==> src/rtl/cahc_pkg.sv <==
// Shared types, constants and helpers for the call arc hash counter.
package cahc_pkg;

  localparam int unsigned BUCKETS_DEF = 8192;
  localparam int unsigned POOL_ENTRIES_DEF = 4096;

  localparam logic [31:0] HASH_MUL = 32'h1f1f1f1f;
  localparam logic [31:0] COUNT_MAX = 32'hffffffff;

  localparam int unsigned SLOT_W = 14;
  localparam int unsigned NEXT_W = 12;
  localparam int unsigned USED_W = 13;
  localparam int unsigned WEIGHT_W = 16;

  localparam logic MODE_RECORD = 1'b0;
  localparam logic MODE_READ = 1'b1;

  typedef enum logic [2:0] {
    ST_MERGED      = 3'd0,
    ST_NEW_HEAD    = 3'd1,
    ST_NEW_CHAINED = 3'd2,
    ST_DROP_FULL   = 3'd3,
    ST_DROP_ZERO   = 3'd4,
    ST_READ        = 3'd5
  } status_t;

  // One stored arc.
  typedef struct packed {
    logic [31:0] pc;
    logic [31:0] ret;
    logic [31:0] count;
  } arc_t;

  // Strobes from the sequencer to the table memories.
  typedef struct packed {
    logic head_rd;
    logic head_wr;
    logic pool_rd;
    logic pool_wr;
  } mem_cmd_t;

  function automatic logic [31:0] sat_add(input logic [31:0] count,
                                          input logic [WEIGHT_W-1:0] w);
    logic [32:0] sum;
    sum = {1'b0, count} + 33'(w);
    return sum[32] ? COUNT_MAX : sum[31:0];
  endfunction

endpackage

==> src/rtl/cahc_hash.sv <==
// Bucket hash: registered multiply, then a mask or a reciprocal remainder.
module cahc_hash #(
  parameter int unsigned BUCKETS = cahc_pkg::BUCKETS_DEF
) (
  input  logic                       clk,
  input  logic                       rst,
  input  logic                       start,
  input  logic [31:0]                pc,
  input  logic [31:0]                ret,
  output logic                       done,
  output logic [$clog2(BUCKETS)-1:0] bucket
);

  localparam int unsigned HBW = $clog2(BUCKETS);
  localparam bit IS_POW2 = (BUCKETS & (BUCKETS - 1)) == 0;
  // Truncated reciprocal, so the quotient estimate falls short by at most one.
  localparam logic [31:0] RECIP = 32'((64'd1 << 32) / 64'(BUCKETS));

  typedef enum logic [1:0] {H_IDLE, H_KEY, H_MUL, H_MOD} phase_t;

  phase_t         phase;
  logic [31:0]    prod;
  logic [31:0]    ret_q;
  logic [31:0]    key_q;
  logic [31:0]    quot;
  logic [31:0]    diff;
  logic [31:0]    key;
  logic [63:0]    key_recip;
  logic [31:0]    quot_b;
  logic [31:0]    reduced;

  assign key = prod ^ ret_q;
  assign key_recip = 64'(key) * 64'(RECIP);
  assign quot_b = quot * 32'(BUCKETS);
  assign reduced = (diff >= 32'(BUCKETS)) ? diff - 32'(BUCKETS) : diff;

  always_ff @(posedge clk) begin
    if (rst) begin
      phase <= H_IDLE;
      done <= 1'b0;
    end else begin
      done <= 1'b0;
      unique case (phase)
        H_IDLE: begin
          if (start) begin
            prod <= pc * cahc_pkg::HASH_MUL;
            ret_q <= ret;
            phase <= H_KEY;
          end
        end
        H_KEY: begin
          if (IS_POW2) begin
            bucket <= key[HBW-1:0];
            done <= 1'b1;
            phase <= H_IDLE;
          end else begin
            key_q <= key;
            quot <= key_recip[63:32];
            phase <= H_MUL;
          end
        end
        H_MUL: begin
          // The remainder left here is below twice the bucket count.
          diff <= key_q - quot_b;
          phase <= H_MOD;
        end
        H_MOD: begin
          bucket <= reduced[HBW-1:0];
          done <= 1'b1;
          phase <= H_IDLE;
        end
        default: phase <= H_IDLE;
      endcase
    end
  end

endmodule

==> config.mk <==
export PLATFORM = sky130hd
export DESIGN_NAME = cahc_hash
export DESIGN_NICKNAME = d
export VERILOG_FILES = /design/src/rtl/cahc_pkg.sv /design/src/rtl/cahc_hash.sv
export SDC_FILE = /design/constraint.sdc
export NUM_CORES = 1
export LEC_CHECK = 0
export CAP_MARGIN = 20
export CORE_MARGIN = 3
export CORE_UTILIZATION = 32
export DETAILED_ROUTE_END_ITERATION = 8
export DONT_BUFFER_PORTS = 1
export SYNTH_ARGS = -nofsm -noshare
export SYNTH_HDL_FRONTEND = slang
export SYNTH_SLANG_ARGS = --single-unit
==> constraint.sdc <==
create_clock -name clk -period 4.9 [get_ports clk]
set_input_delay 0.49 -clock clk [delete_from_list [all_inputs] [get_ports clk]]
set_output_delay 0.49 -clock clk [all_outputs]
set_load 0.02 [all_outputs]
Word-level counts from Yosys, hierarchy flattened --
Index checks and enable logic that the tools add are counted.
Word-level totals: output and inout port bits 14, logic and storage cells 21, register bits after elaboration 42
Operators by class: multipliers 1, reduce and logical (&&, ||, !) cells 5, equality and inequality tests 4, bitwise logic cells 2, multiplexer cells 4
Operators by type and width (count):
- 32-bit by 29-bit multiplier with 13-bit output (second input constant) | 1
- 13-bit 2-to-1 mux | 1
- 13-bit bitwise XOR | 1
- 2-bit one-hot mux with 3 select lines | 1
- 2-bit equality test (second input constant) | 2
- 3-bit AND reduction | 1
- 2-bit by 1-bit equality test with 1-bit output (second input constant) | 1
- 2-bit zero test | 1
- 2-bit 2-to-1 mux | 1
- 2-bit != test (second input constant) | 1
- 2-bit AND reduction | 1
- 2-bit nonzero test | 1
- 2-bit OR reduction | 1
- 1-bit 2-to-1 mux | 1
- 1-bit inverter | 1

Logic depth before layout (Yosys ltp) --
depth after elaboration 3, gate-level depth with buffers 15, mapped depth without buffers 15

Worst setup path after synthesis --
No wires, ideal clock.
path kind input -> register, start point in pc[2], end point reg prod[12] (data pin), setup time 0.263 ns, path buffers 0, stages on the path 13, data required time 4.637 ns, arrival time 3.901 ns, slack 0.737 ns, cells stage by stage inv_1 fa_1 inv_1 fa_1 ha_1 ha_1 fa_1 fa_1 a21o_1 a21oi_2 o21ai_1 o41ai_2 xnor2_1
On the way: word-level cells in the longest chain between the ends 1
RTL lines:
- from (decl) | line cahc_hash.sv:8 | input logic [31:0] pc,
- 32-bit by 29-bit multiplier with 13-bit output | line cahc_hash.sv:46 | prod <= pc * cahc_pkg::HASH_MUL;
- to (signal assigned) | line cahc_hash.sv:46
- to (decl) | line cahc_hash.sv:22 | logic [31:0] prod;
No other way between the ends. A chain may end at the register's enable or synchronous reset.

Final worst setup path --
Same ends and word-level chain as after synthesis.

==> run_results.csv <==
group,metric,value,unit
sta,timing.final.hold_violations,0,
logic_synthesis,syn_area_per_cell,13.3,um2
cts,cts.root.buffer_cell,"sky130_fd_sc_hd__clkbuf_8",
final_layout,proportion_of_layout_cells_with_a_drive_suffix_above_1,5.60,%
final_layout,layout_commonest_cell,"sky130_fd_sc_hd__inv_1",
final_layout,syn_to_final_growth,9.88,%
floorplanning,die_x,102,um
worst_setup_path,path_buf_inv,2,
power_and_ir_drop,power.ir.vdd_worst,0.237,mV
logic_synthesis,syn_inst,222,
floorplanning,pin_count,81,
worst_setup_path,path_cells,"inv_1 -> fa_1 -> inv_1 -> fa_1 -> ha_1 -> ha_1 -> fa_1 -> fa_1 -> a21o_1 -> a21oi_2 -> o21ai_1 -> o41ai_2 -> xnor2_1",
worst_setup_path,worst_path_most_repeated_cell,"sky130_fd_sc_hd__fa_1",
power_and_ir_drop,design_power_total,0.00171,W
final_layout,layout_common_cells,"53 x sky130_fd_sc_hd__inv_1, 39 x sky130_fd_sc_hd__edfxtp_1, 36 x sky130_fd_sc_hd__ha_1",
logic_synthesis,yosys.area.top_type,"sky130_fd_sc_hd__edfxtp_1",
placement,gp_weighted_congestion,0.774,
worst_setup_path,crit_fanout,6,
floorplanning,die_h,102,um
cts,ctsHtreeMaxLevel,2,
worst_setup_path,worst-r2r-cell-count,2,
sta,setup_ws,0.886,ns
worst_setup_path,regToRegSetupSlack,3.46,ns
sta,setup_violations,0,
final_layout,stdcell_area,3260,um2
cts,clockBufferDepth,2,
sta,hold_slack,0.264,ns
cts,clk_pin_slew_worst_paths,0.08,ns
drt,drt_iter0_drc,26,
global_routing,groute.layer.met3.usage,2.80,%
global_routing,number_of_antenna_violations_at_the_first_check_in_global_routing,0,
global_routing,global_route.usage.met2,15.1,%
sta,clock.fmax,0.249,GHz
global_routing,grt_max_degree,27,
placement,pre_cts_slack,0.547,ns
logic_synthesis,netlist_area,2960,um2
worst_setup_path,critPathTopFamily,"adder cells",
job,cap_violations,0,
worst_setup_path,worst_setup_path_end_kind,"flip-flop",
logic_synthesis,synthTopCellsByArea,"sky130_fd_sc_hd__edfxtp_1 40%, sky130_fd_sc_hd__fa_1 21%, sky130_fd_sc_hd__ha_1 15%",
cts,holdBufCountCts,0,
worst_setup_path,crit_path_max_incr_delay,0.54,ns
sta,finClkSkew,0.00749,ns
logic_synthesis,post_synth_num_cell_types,20,
cts,postCtsSetupRepairBufs,0,
status,run_status,"finished, final reports clean",
final_layout,final_nets,365,
cts,cts.sinks,42,
worst_setup_path,timing.setup.critical_path_class,"in2reg",
drt,num_vias,1450,
drt,drt_wl_total,4320,um
worst_setup_path,start_kind,"input pin",
power_and_ir_drop,leakagePower,1.42,nW
global_routing,global_route.usage.total,9.70,%
drt,avgRoutedWirePerCell,12.7,um
placement,io_buffers,0,
worst_setup_path,cp.arrival,4.05,ns
cts,tritoncts,"built",
drt,dr.pass1.iters,3,
final_layout,final.fill_count,871,
logic_synthesis,synth.ff_latch_count,42,
drt,remaining_drc_errors,0,
worst_setup_path,r2r-start,"phase[0]$_SDFFE_PP0P_",
worst_setup_path,critPathRequiredTime,4.94,ns
power_and_ir_drop,power_density,525,nW/um2
global_routing,grt_pass1_vias,1558,
logic_synthesis,synth_sequential_area_ratio,41.6,%
worst_setup_path,slowest_stage,"sky130_fd_sc_hd__fa_1",
sta,slew_viol_final,0,
logic_synthesis,yosysWarningCount,0,
placement,post_dp_cell_area,3110,um2
sta,totalNegativeSetupSlack,0,ns
min_path,hold_path_end,"done$_SDFF_PP0_",
min_path,worst_hold_path_stage_count,1,
floorplanning,rows,34,
global_routing,wire_length_of_the_first_global_routing_pass,7690,um
cts,clk_latency,0.29,ns
floorplanning,initial_standard_cell_utilization_of_the_core,33.5,%
floorplanning,dieArea,10500,um2
cts,cts_repair_resize_count,0,
sta,worst-slew-pin-transition,0.622,ns
sta,final_min_period_over_clock_period,81.9,%
min_path,worstHoldPathType,"in2reg",
drt,drt-vias-per-instance,4.26,
global_routing,global_route.usage.met1,12.9,%
logic_synthesis,syn_nets,356,
sta,min_period,4.01,ns
floorplanning,core,8850,um2
cts,number_of_cts_inserted_buffers,5,
logic_synthesis,yosysTopAreaCellShare,39.5,%
sta,grt_setup_unrepaired,"false",
drt,ant_nets,0,
global_routing,grt.busiest_layer,"met2",
global_routing,gr-total-overflow,0,
final_layout,n_antenna_cell,0,
worst_setup_path,r2r-end,"bucket[4]$_DFFE_PP_",
sta,timing.slew.headroom,58.4,%
min_path,hold_path_startpoint,"rst",
placement,post-dp-hpwl,3640,um
-- state kept, by name (all words and copies together) (netlist names) --
signal  cells
bucket     13
prod       13
ret_q      13
phase       2
done        1
-- kinds of logic after synthesis --
| group | count (synthesis) | share of synthesized area [%] |
|---|---|---|
| xor gates and xnor gates | 35 | 10.3 |
| and+or+nand+nor | 16 | 2.66 |
| buffers and inverters | 53 | 6.71 |
| AOI/OAI and AO/OA | 9 | 2.58 |
| DFF | 42 | 41.6 |
| adders and majority gates | 67 | 36.1 |
-- stage by stage --
stage	util, %	instances
final	36.8	340
after global routing	36.8	340
after CTS	36.7	339
after detailed placement	35.2	331
after global placement	35.2	331
after floorplan	-	222
-- how the worst max path moves through the flow --
stage	start	end	slack, ns	cells after the start
after floorplan	pc[2]	prod[12]$_DFFE_PP_	0.74	13
after global placement	pc[2]	prod[12]$_DFFE_PP_	0.55	13
after detailed placement	pc[2]	prod[12]$_DFFE_PP_	0.55	13
after CTS	pc[2]	prod[12]$_DFFE_PP_	0.88	13
after global routing	pc[4]	prod[12]$_DFFE_PP_	0.67	13
final	pc[2]	prod[12]$_DFFE_PP_	0.89	13
-- final cells by class --
cell class / count / area [um2] / share of cell area [%]
multi-input combinational: 127 / 1540 / 47.3
sequential: 42 / 1230 / 37.8
clock inverter: 3 / 63.8 / 1.96
tap: 108 / 135 / 4.15
timing repair buffer: 2 / 18.8 / 0.576
inverter: 53 / 199 / 6.11
clock buffer: 5 / 68.8 / 2.11
-- routing by layer --
layer / up-vias / wire, um
met1: 682 / 2000
met4: 0 / 71
li1: 721 / -
met5: - / 0
met2: 41 / 1990
met3: 6 / 259
-- where the power goes --
group | leakage (nW) | total (W) | internal (W) | switching, W
logic | 0.974 | 0.000867 | 0.000413 | 0.000454
clock network | 0.0658 | 0.000312 | 0.000202 | 0.000111
registers | 0.385 | 0.000531 | 0.000506 | 0.0000254
-- worst register-to-register path: stages, from the launching register on --
cell and delay (ns):
sky130_fd_sc_hd__dfxtp_1 0.39, sky130_fd_sc_hd__nor2b_1 0.54, sky130_fd_sc_hd__buf_6 0.22
-- synthesized netlist by cell type --
cell type	count
sky130_fd_sc_hd__a21o_1	2
sky130_fd_sc_hd__a21oi_1	1
sky130_fd_sc_hd__a21oi_2	1
sky130_fd_sc_hd__dfxtp_1	3
sky130_fd_sc_hd__edfxtp_1	39
sky130_fd_sc_hd__fa_1	31
sky130_fd_sc_hd__ha_1	36
sky130_fd_sc_hd__inv_1	53
sky130_fd_sc_hd__nand2_1	4
sky130_fd_sc_hd__nand2b_1	1
sky130_fd_sc_hd__nor2_1	5
sky130_fd_sc_hd__nor2b_1	2
sky130_fd_sc_hd__nor3_1	2
sky130_fd_sc_hd__nor3b_1	1
sky130_fd_sc_hd__nor4b_1	1
sky130_fd_sc_hd__o21ai_0	1
sky130_fd_sc_hd__o21ai_1	2
sky130_fd_sc_hd__o41ai_2	2
sky130_fd_sc_hd__xnor2_1	19
sky130_fd_sc_hd__xor2_1	16
Power figures use the tool's default switching activity.
